--- config.mk ---
export PLATFORM = sky130hd
export DESIGN_NAME = rgb_to_yuv420_planar
export DESIGN_NICKNAME = d
export VERILOG_FILES = /design/src/hw/rtl/ryuv_pkg.sv /design/src/hw/rtl/rgb_to_yuv420_planar.sv /design/src/hw/rtl/ryuv_fifo.sv /design/src/hw/rtl/ryuv_front.sv /design/src/hw/rtl/ryuv_back.sv
export SDC_FILE = /design/constraint.sdc
export NUM_CORES = 2
export LEC_CHECK = 0
export ABC_CLOCK_PERIOD_IN_PS = 17000
export BUFFER_PORTS_ARGS = -buffer_cell sky130_fd_sc_hd__buf_2
export CAP_MARGIN = 20
export CORE_UTILIZATION = 30
export CTS_CLUSTER_SIZE = 28
export DETAILED_ROUTE_END_ITERATION = 8
export GPL_ROUTABILITY_DRIVEN = 0
export GPL_TIMING_DRIVEN = 0
export SYNTH_ARGS = -nofsm -noshare
export SYNTH_HDL_FRONTEND = slang
export SYNTH_SLANG_ARGS = --single-unit
--- constraint.sdc ---
create_clock -name clk -period 17 [get_ports clk]
set_clock_uncertainty 0.05 [all_clocks]
set_input_delay 0.85 -clock clk [delete_from_list [all_inputs] [get_ports clk]]
set_output_delay 0.85 -clock clk [all_outputs]
set_load 0.01 [all_outputs]
--- src/hw/rtl/ryuv_pkg.sv ---
// Shared types and constants for the RGB to planar YUV 4:2:0 converter.
`default_nettype none
package ryuv_pkg;

	// Configuration register width and index codes
	localparam int CFG_W   = 13;
	localparam int CIDX_W  = 1;
	localparam logic [CIDX_W-1:0] REG_WIDTH  = 1'b0;
	localparam logic [CIDX_W-1:0] REG_HEIGHT = 1'b1;
	localparam logic [CFG_W-1:0] WIDTH_RST  = 13'd1920;
	localparam logic [CFG_W-1:0] HEIGHT_RST = 13'd1080;

	// Internal widths
	localparam int DIM_W   = CFG_W + 1;   // effective dimension, holds 8192
	localparam int LADDR_W = 24;
	localparam int CADDR_W = 22;
	localparam int OFS_W   = 25;
	localparam int SUM_W   = 17;

	// Plane codes
	localparam logic [1:0] PLANE_Y = 2'd0;
	localparam logic [1:0] PLANE_U = 2'd1;
	localparam logic [1:0] PLANE_V = 2'd2;

	// Input word
	typedef struct packed {
		logic [7:0] red;
		logic [7:0] green;
		logic [7:0] blue;
	} pixel_t;

	// Result word
	typedef struct packed {
		logic [1:0]       plane;
		logic [OFS_W-1:0] byte_offset;
		logic [7:0]       sample_value;
		logic             last_of_pixel;
		logic             end_of_frame;
	} result_t;

	// Classified pixel handed from front to back
	typedef struct packed {
		pixel_t             pix;
		logic [LADDR_W-1:0] luma_addr;
		logic [CADDR_W-1:0] chroma_addr;
		logic               is_chroma;
		logic               frame_end;
		logic [DIM_W-1:0]   width;
		logic [DIM_W-1:0]   height;
	} cmd_t;

endpackage
`default_nettype wire

--- src/hw/rtl/rgb_to_yuv420_planar.sv ---
// Top level of the streaming RGB24 to I420 (BT.601 studio range) converter.
// Pixels enter in raster order, one per cycle while full is low; each yields a
// luma word, and pixels on even rows and even columns also yield U and V words,
// each tagged with its plane and byte offset in one I420 frame buffer. Results
// leave through a single result port at one word per cycle while the consumer
// pops, so a pixel takes one word of that port, or three on chroma sites. A
// pixel passes through the command queue, two arithmetic stages and then the
// result queue before its first result reaches the result ports.
// Counters wrap to the frame start after the last pixel of each frame.
`default_nettype none
module rgb_to_yuv420_planar #(
	parameter int MAX_WIDTH  = 4096,
	parameter int MAX_HEIGHT = 4096
) (
	input  wire logic                        clk,
	input  wire logic                        arst_n,
	input  wire logic                        cfg_we,
	input  wire logic [ryuv_pkg::CIDX_W-1:0] cfg_index,
	input  wire logic [ryuv_pkg::CFG_W-1:0]  cfg_data,
	input  wire logic                        push,
	output logic                             full,
	input  wire ryuv_pkg::pixel_t            pixel,
	output logic                             empty,
	input  wire logic                        pop,
	output ryuv_pkg::result_t                result
);
	localparam int CMD_W = $bits(ryuv_pkg::cmd_t);
	localparam int RES_W = $bits(ryuv_pkg::result_t);

	ryuv_pkg::cmd_t    cmd_in, cmd_out;
	ryuv_pkg::result_t res_in;
	logic              accept, cmd_empty, cmd_pop, res_push, res_full;

	assign accept = push && !full;

	// Front: classify accepted pixels
	ryuv_front #(
		.MAX_WIDTH (MAX_WIDTH),
		.MAX_HEIGHT(MAX_HEIGHT)
	) u_front (
		.clk      (clk),
		.arst_n   (arst_n),
		.cfg_we   (cfg_we),
		.cfg_index(cfg_index),
		.cfg_data (cfg_data),
		.accept   (accept),
		.pixel    (pixel),
		.cmd      (cmd_in)
	);

	// Queue between front and back
	ryuv_fifo #(
		.DATA_W(CMD_W),
		.DEPTH (4)
	) u_cmd_q (
		.clk   (clk),
		.arst_n(arst_n),
		.wr_en (push),
		.wdata (cmd_in),
		.full  (full),
		.rd_en (cmd_pop),
		.rdata (cmd_out),
		.empty (cmd_empty)
	);

	// Back: conversion and serialization
	ryuv_back u_back (
		.clk      (clk),
		.arst_n   (arst_n),
		.cmd      (cmd_out),
		.cmd_valid(!cmd_empty),
		.cmd_pop  (cmd_pop),
		.result   (res_in),
		.res_push (res_push),
		.res_full (res_full)
	);

	// Result queue facing the consumer
	ryuv_fifo #(
		.DATA_W(RES_W),
		.DEPTH (4)
	) u_res_q (
		.clk   (clk),
		.arst_n(arst_n),
		.wr_en (res_push),
		.wdata (res_in),
		.full  (res_full),
		.rd_en (pop),
		.rdata (result),
		.empty (empty)
	);
endmodule
`default_nettype wire

--- src/hw/rtl/ryuv_fifo.sv ---
// Small register-based first-in first-out queue.
`default_nettype none
module ryuv_fifo #(
	parameter int DATA_W = 8,
	parameter int DEPTH  = 4
) (
	input  wire logic              clk,
	input  wire logic              arst_n,
	input  wire logic              wr_en,
	input  wire logic [DATA_W-1:0] wdata,
	output logic                   full,
	input  wire logic              rd_en,
	output logic [DATA_W-1:0]      rdata,
	output logic                   empty
);
	localparam int AW = (DEPTH > 1) ? $clog2(DEPTH) : 1;
	localparam int NW = $clog2(DEPTH + 1);

	logic [DATA_W-1:0] mem_q [DEPTH];
	logic [AW-1:0]     wr_ptr_q, rd_ptr_q;
	logic [NW-1:0]     count_q;
	logic              do_wr, do_rd;

	assign full  = (count_q == NW'(DEPTH));
	assign empty = (count_q == '0);
	assign do_wr = wr_en && !full;
	assign do_rd = rd_en && !empty;
	assign rdata = mem_q[rd_ptr_q];

	// Storage
	always_ff @(posedge clk) begin
		if (do_wr) begin
			mem_q[wr_ptr_q] <= wdata;
		end
	end

	// Pointers and fill count
	always_ff @(posedge clk or negedge arst_n) begin
		if (!arst_n) begin
			wr_ptr_q <= '0;
			rd_ptr_q <= '0;
			count_q  <= '0;
		end else begin
			if (do_wr) begin
				wr_ptr_q <= (wr_ptr_q == AW'(DEPTH - 1)) ? '0 : wr_ptr_q + 1'b1;
			end
			if (do_rd) begin
				rd_ptr_q <= (rd_ptr_q == AW'(DEPTH - 1)) ? '0 : rd_ptr_q + 1'b1;
			end
			if (do_wr && !do_rd) begin
				count_q <= count_q + 1'b1;
			end else if (do_rd && !do_wr) begin
				count_q <= count_q - 1'b1;
			end
		end
	end
endmodule
`default_nettype wire

--- src/hw/rtl/ryuv_front.sv ---
// Front end: configuration registers, raster counters and pixel classification.
`default_nettype none
module ryuv_front #(
	parameter int MAX_WIDTH  = 4096,
	parameter int MAX_HEIGHT = 4096
) (
	input  wire logic                                clk,
	input  wire logic                                arst_n,
	input  wire logic                                cfg_we,
	input  wire logic [ryuv_pkg::CIDX_W-1:0]         cfg_index,
	input  wire logic [ryuv_pkg::CFG_W-1:0]          cfg_data,
	input  wire logic                                accept,
	input  wire ryuv_pkg::pixel_t                    pixel,
	output ryuv_pkg::cmd_t                           cmd
);
	localparam int DW = ryuv_pkg::DIM_W;
	localparam int CW = $clog2(MAX_WIDTH);
	localparam int RW = (MAX_HEIGHT > 1) ? $clog2(MAX_HEIGHT) : 1;
	localparam logic [DW-1:0] MAXW_EVEN = DW'(MAX_WIDTH - (MAX_WIDTH % 2));
	localparam logic [DW-1:0] MAXH      = DW'(MAX_HEIGHT);

	logic [ryuv_pkg::CFG_W-1:0]   width_q, height_q;
	logic [CW-1:0]                col_q;
	logic [RW-1:0]                row_q;
	logic [ryuv_pkg::LADDR_W-1:0] laddr_q;
	logic [ryuv_pkg::CADDR_W-1:0] caddr_q;
	logic [DW-1:0]                w_raw, h_raw, w_eff, h_eff;
	logic                         row_end, frame_end, is_chroma;

	// Configuration registers
	always_ff @(posedge clk or negedge arst_n) begin
		if (!arst_n) begin
			width_q  <= ryuv_pkg::WIDTH_RST;
			height_q <= ryuv_pkg::HEIGHT_RST;
		end else if (cfg_we) begin
			unique case (cfg_index)
				ryuv_pkg::REG_WIDTH:  width_q  <= cfg_data;
				ryuv_pkg::REG_HEIGHT: height_q <= cfg_data;
				default: ;
			endcase
		end
	end

	// Effective frame size: even width, both clamped to their range
	always_comb begin
		w_raw = {1'b0, width_q[ryuv_pkg::CFG_W-1:1], 1'b0};
		h_raw = {1'b0, height_q};
		if (w_raw > MAXW_EVEN) begin
			w_eff = MAXW_EVEN;
		end else if (w_raw < DW'(2)) begin
			w_eff = DW'(2);
		end else begin
			w_eff = w_raw;
		end
		if (h_raw > MAXH) begin
			h_eff = MAXH;
		end else if (h_raw == '0) begin
			h_eff = DW'(1);
		end else begin
			h_eff = h_raw;
		end
	end

	// Classify the pixel at the current raster position
	assign row_end   = (DW'(col_q) + DW'(1)) >= w_eff;
	assign frame_end = row_end && ((DW'(row_q) + DW'(1)) >= h_eff);
	assign is_chroma = !row_q[0] && !col_q[0];

	always_comb begin
		cmd.pix         = pixel;
		cmd.luma_addr   = laddr_q;
		cmd.chroma_addr = caddr_q;
		cmd.is_chroma   = is_chroma;
		cmd.frame_end   = frame_end;
		cmd.width       = w_eff;
		cmd.height      = h_eff;
	end

	// Raster counters and plane addresses
	always_ff @(posedge clk or negedge arst_n) begin
		if (!arst_n) begin
			col_q   <= '0;
			row_q   <= '0;
			laddr_q <= '0;
			caddr_q <= '0;
		end else if (accept) begin
			if (frame_end) begin
				col_q   <= '0;
				row_q   <= '0;
				laddr_q <= '0;
				caddr_q <= '0;
			end else begin
				laddr_q <= laddr_q + 1'b1;
				if (is_chroma) begin
					caddr_q <= caddr_q + 1'b1;
				end
				if (row_end) begin
					col_q <= '0;
					row_q <= row_q + 1'b1;
				end else begin
					col_q <= col_q + 1'b1;
				end
			end
		end
	end
endmodule
`default_nettype wire

--- src/hw/rtl/ryuv_back.sv ---
// Back end: color conversion, frame buffer offsets and result serialization.
`default_nettype none
module ryuv_back (
	input  wire logic             clk,
	input  wire logic             arst_n,
	input  wire ryuv_pkg::cmd_t   cmd,
	input  wire logic             cmd_valid,
	output logic                  cmd_pop,
	output ryuv_pkg::result_t     result,
	output logic                  res_push,
	input  wire logic             res_full
);
	localparam int SW = ryuv_pkg::SUM_W;
	localparam int OW = ryuv_pkg::OFS_W;
	localparam int DW = ryuv_pkg::DIM_W;

	// Stage 1: weighted sums and plane sizes
	logic                         valid_s1;
	logic signed [SW-1:0]         ysum_s1, usum_s1, vsum_s1;
	logic [OW-1:0]                lsize_s1, csize_s1;
	logic [ryuv_pkg::LADDR_W-1:0] laddr_s1;
	logic [ryuv_pkg::CADDR_W-1:0] caddr_s1;
	logic                         chroma_s1, eof_s1;

	// Stage 2: finished samples and offsets, drained one word per cycle unless res_full
	logic                         valid_s2;
	logic [7:0]                   yval_s2, uval_s2, vval_s2;
	logic [OW-1:0]                yofs_s2, uofs_s2, vofs_s2;
	logic                         chroma_s2, eof_s2;
	logic [1:0]                   sel_q;

	logic signed [SW-1:0]         r_s, g_s, b_s;
	logic [2*DW-1:0]              lprod, cprod;
	logic [DW-1:0]                hp1;
	logic                         emit, done, free_s2, free_s1;

	assign r_s   = SW'($signed({1'b0, cmd.pix.red}));
	assign g_s   = SW'($signed({1'b0, cmd.pix.green}));
	assign b_s   = SW'($signed({1'b0, cmd.pix.blue}));
	assign hp1   = cmd.height + 1'b1;
	assign lprod = cmd.width * cmd.height;
	assign cprod = (cmd.width >> 1) * (hp1 >> 1);

	// Handshake between stages
	assign emit    = valid_s2 && !res_full;
	assign done    = emit && (!chroma_s2 || sel_q == 2'd2);
	assign free_s2 = !valid_s2 || done;
	assign free_s1 = !valid_s1 || free_s2;
	assign cmd_pop = cmd_valid && free_s1;

	always_ff @(posedge clk or negedge arst_n) begin
		if (!arst_n) begin
			valid_s1 <= 1'b0;
			valid_s2 <= 1'b0;
			sel_q    <= 2'd0;
		end else begin
			if (free_s1) begin
				valid_s1 <= cmd_valid;
			end
			if (free_s2) begin
				valid_s2 <= valid_s1;
			end
			if (done) begin
				sel_q <= 2'd0;
			end else if (emit) begin
				sel_q <= sel_q + 1'b1;
			end
		end
	end

	// Stage 1 payload
	always_ff @(posedge clk) begin
		if (free_s1) begin
			ysum_s1   <= SW'(66) * r_s + SW'(129) * g_s + SW'(25) * b_s;
			usum_s1   <= SW'(112) * b_s - SW'(38) * r_s - SW'(74) * g_s;
			vsum_s1   <= SW'(112) * r_s - SW'(94) * g_s - SW'(18) * b_s;
			lsize_s1  <= lprod[OW-1:0];
			csize_s1  <= cprod[OW-1:0];
			laddr_s1  <= cmd.luma_addr;
			caddr_s1  <= cmd.chroma_addr;
			chroma_s1 <= cmd.is_chroma;
			eof_s1    <= cmd.frame_end;
		end
	end

	// Stage 2 payload: shift right by eight, add the offset, place in buffer
	always_ff @(posedge clk) begin
		if (free_s2) begin
			yval_s2   <= ysum_s1[15:8] + 8'd16;
			uval_s2   <= usum_s1[15:8] + 8'd128;
			vval_s2   <= vsum_s1[15:8] + 8'd128;
			yofs_s2   <= OW'(laddr_s1);
			uofs_s2   <= lsize_s1 + OW'(caddr_s1);
			vofs_s2   <= lsize_s1 + csize_s1 + OW'(caddr_s1);
			chroma_s2 <= chroma_s1;
			eof_s2    <= eof_s1;
		end
	end

	// Result word selection: Y, then U and V for chroma sites
	always_comb begin
		res_push             = emit;
		result.end_of_frame  = eof_s2;
		result.last_of_pixel = !chroma_s2 || sel_q == 2'd2;
		unique case (sel_q)
			2'd1: begin
				result.plane        = ryuv_pkg::PLANE_U;
				result.byte_offset  = uofs_s2;
				result.sample_value = uval_s2;
			end
			2'd2: begin
				result.plane        = ryuv_pkg::PLANE_V;
				result.byte_offset  = vofs_s2;
				result.sample_value = vval_s2;
			end
			default: begin
				result.plane        = ryuv_pkg::PLANE_Y;
				result.byte_offset  = yofs_s2;
				result.sample_value = yval_s2;
			end
		endcase
	end
endmodule
`default_nettype wire

==> impl_metrics.yaml <==
floorplan:
  ioPinCount: 82
  start_util_pct: 30.2
  die_w_um: 420
  core_mm2: 0.174
  rows: 153
  die_y_um: 420
  dieArea_mm2: 0.177
placement:
  hpwl_um: 89900
  io_buffers: 81
setup_path:
  endpoint_kind: "flop"
  crit_path_start_kind: "flop"
  required_ns: 17.36
  cp_max_fo: 10
  crit_type: "flop to flop"
  cp.arrival_ns: 9.84
logic_synthesis:
  synth_top_family_by_area: "adder cells"
  synth_fp_nets: 4887
  syn_area_per_cell_um2: 12.9
  yosys_most_used_dff: "edfxtp_1"
  synth_seq_cells: 870
  synth_compound_area_share_pct: 5.89
  yosysWarnings: 0
  seq_area_frac_synth_pct: 48.7
  yosys.area_share.simple_pct: 7.21
  synth_mux_area_share_pct: 6.32
  synth_edf_count: 757
  syn-cell-area_mm2: 0.0525
  syn_inst: 4064
  synth_xor_area_share_pct: 3.95
  synth.distinct_cells: 70
  synthAdderAreaFrac_pct: 23.2
  synthArstFlopShare_pct: 13.0
route:
  wire_per_inst_um: 17.9
  drt-total-wl_um: 119000
  viasPerCell: 4.63
  drt_iter0_drc: 1919
  ant_nets: 0
  drc: 0
  first_pass_iters: 6
  vias: 30800
clock_tree:
  cts_max_level: 3
  clk_pin_slew_worst_paths_ns: 0.07
  cts_tree: "yes"
  insertion_delay_ns: 0.69
  clockBufferDepth: 3
  post_cts_resized: 0
  cts-root-buf: "clkbuf_16"
  cts_buffers: 87
  cts.sinks: 870
global_route:
  grt_max_degree: 77
  globalRoute.totalOverflow: 0
  grt_usage_pct: 13.7
  grt_pass1_wl_um: 186000
  grt_antenna_before_repair: 12
  grt_pass1_vias: 32000
final_layout:
  drive_gt1_share_pct: 10.2
  areaGrowthSynthToFinish_pct: 12.9
  nFillCells: 17200
  nets: 5079
sta:
  hold_viol: 0
  max_freq_mhz: 105
  timing.final.crit_share_pct: 55.8
  grt_setup_unrepaired: "no"
  period_needed_ns: 9.48
  tightest_slew_ns: 1.18
  setup_viol: 0
  setup_tns_ns: 0
  slew_viol_final: 0
  max-slew-margin-rel_pct: 20.9
run:
  max_cap_violations: 0
worst_hold_path:
  hold_class: "input pin to flop"
status:
  status: "completed"
-- sequential cells by signal (all words and copies together), names as in the netlist, 12 cells and up --
register	count
u_cmd_q.mem_q	388
u_res_q.mem_q	148
u_back.csize_s1	25
u_back.uofs_s2	25
u_back.vofs_s2	25
u_back.laddr_s1	24
u_back.lsize_s1	24
u_back.yofs_s2	24
u_front.laddr_q	24
u_back.caddr_s1	22
u_front.caddr_q	22
u_front.height_q	13
u_front.col_q	12
u_front.row_q	12
u_front.width_q	12
-- layer usage --
metal	wire length, um	global-route usage [%]	share of wire (%)
met5	0	0	0
met4	2470	3.50	2.1
met3	5820	1.90	4.9
met2	55000	22.3	46
met1	55600	19.0	47
-- worst max-delay path: stages, from the launching register on --
cell and delay [ns]:
dfrtp_1 0.48, buf_2 0.29, buf_2 0.28, buf_1 0.43, clkbuf_1 0.53, o21a_1 0.54
clkbuf_1 0.66, nand2_1 0.19, fa_1 0.57, inv_1 0.05, fa_1 0.51, fa_1 0.52
inv_1 0.05, fa_1 0.46, fa_1 0.54, inv_1 0.05, fa_1 0.47, ha_1 0.33
o21a_1 0.12, nor2_1 0.06, a22oi_1 0.22, or3b_2 0.52, a311oi_1 0.48, nand4_1 0.15
nand4b_1 0.12, a21oi_1 0.08, xnor2_1 0.45
-- cells in the final DEF (no fill, tap or decap), types with 38 or more instances in the layout --
cell type  Yosys  layout
and2_1        49      45
clkbuf_1      78      89
mux2_2        47      47
fa_1         319     319
xnor2_1      145     145
ha_1         461     461
nand3_1       45      44
o21ai_0      129     129
edfxtp_1     757     757
xor2_1        90      90
mux4_2       113     113
nor2_1       268     268
a21oi_1      114     114
buf_2         14      95
nand2_1      335     334
dfrtp_1      105     105
o21a_1        38      38
a21o_1        48      48
inv_1        544     544
clkbuf_16      0      88
-- final cells by class --
cell class / instances / area [um2] / share of cell area, %
inverter: 545 / 2050 / 3.45
clock inverter: 60 / 724 / 1.22
tap: 2325 / 2910 / 4.91
multi-input combinational: 2543 / 24500 / 41.3
antenna: 2 / 5.00 / 0.00845
timing repair buffer: 103 / 830 / 1.40
clock buffer: 101 / 2270 / 3.83
sequential: 870 / 25600 / 43.2
buffer: 106 / 430 / 0.727
-- Yosys cell counts, drive strengths merged (19+ instances only) --
cell,number,area [um2]
a21o,48,360
a21oi,116,588
a22oi,34,255
and2,49,307
and3,31,194
buf,28,138
clkbuf,78,293
dfrtp,105,2630
edfxtp,757,22700
fa,319,6390
ha,461,5770
inv,544,2040
mux2,47,529
mux2i,19,190
mux4,115,2600
nand2,335,1260
nand2b,30,188
nand3,45,225
nor2,268,1010
nor2b,21,131
nor3,32,160
o21a,38,285
o21ai,143,719
o21bai,28,210
xnor2,146,1290
xor2,90,788
-- cell families (layout without fill, tap and decap cells) --
kind of cell,count (synthesis),count (layout)
flip-flops,870,870
AND/OR/NAND/NOR,856,856
adder cells (fa/ha/maj),780,780
buffers and inverters,651,915
AO/OA/AOI/OAI,490,490
XOR/XNOR,236,236
multiplexers,181,181
other,0,2
-- path summary, 6_finish.rpt --
path | from | end | slack, ns | cells past startpoint
worst max-delay path | u_cmd_q.rd_ptr_q[1] | u_back.lsize_s1[24] | 7.52 | 26
worst min-delay path | pixel[12] | u_cmd_q.mem_q[0][88] | 0.32 | 1
worst max register to register | u_cmd_q.rd_ptr_q[1] | u_back.lsize_s1[24] | 7.52 | 26
worst min register to register | u_back.ysum_s1[8] | u_back.yval_s2[0] | 0.37 | 0
max in group asynchronous | arst_n | u_res_q.rd_ptr_q[1] | 15.48 | 3
min in group asynchronous | arst_n | u_front.height_q[2] | 0.59 | 2
-- stage by stage --
stage / setup WS, ns / instance area, um2 / utilization [%] / instances / hold slack (ns)
global placement: 7.17 / 55800 / 32.1 / 6470 / 0.352
floorplan: 9.46 / 52500 / - / 4064 / 0.350
finish: 7.52 / 59200 / 34.1 / 6655 / 0.317
CTS: 7.42 / 59200 / 34.1 / 6652 / 0.265
global route: 7.01 / 59200 / 34.1 / 6653 / 0.297
detailed placement: 7.46 / 56200 / 32.3 / 6490 / 0.355
-- what timing repair did --
action,4_1_cts,5_1_grt
hold buffers,1,0
hold endpoints to repair,29,0
buffers inserted,0,0
Power is not shown: default switching activity piles up to over one toggle a cycle in this logic, so the estimate is an artifact.
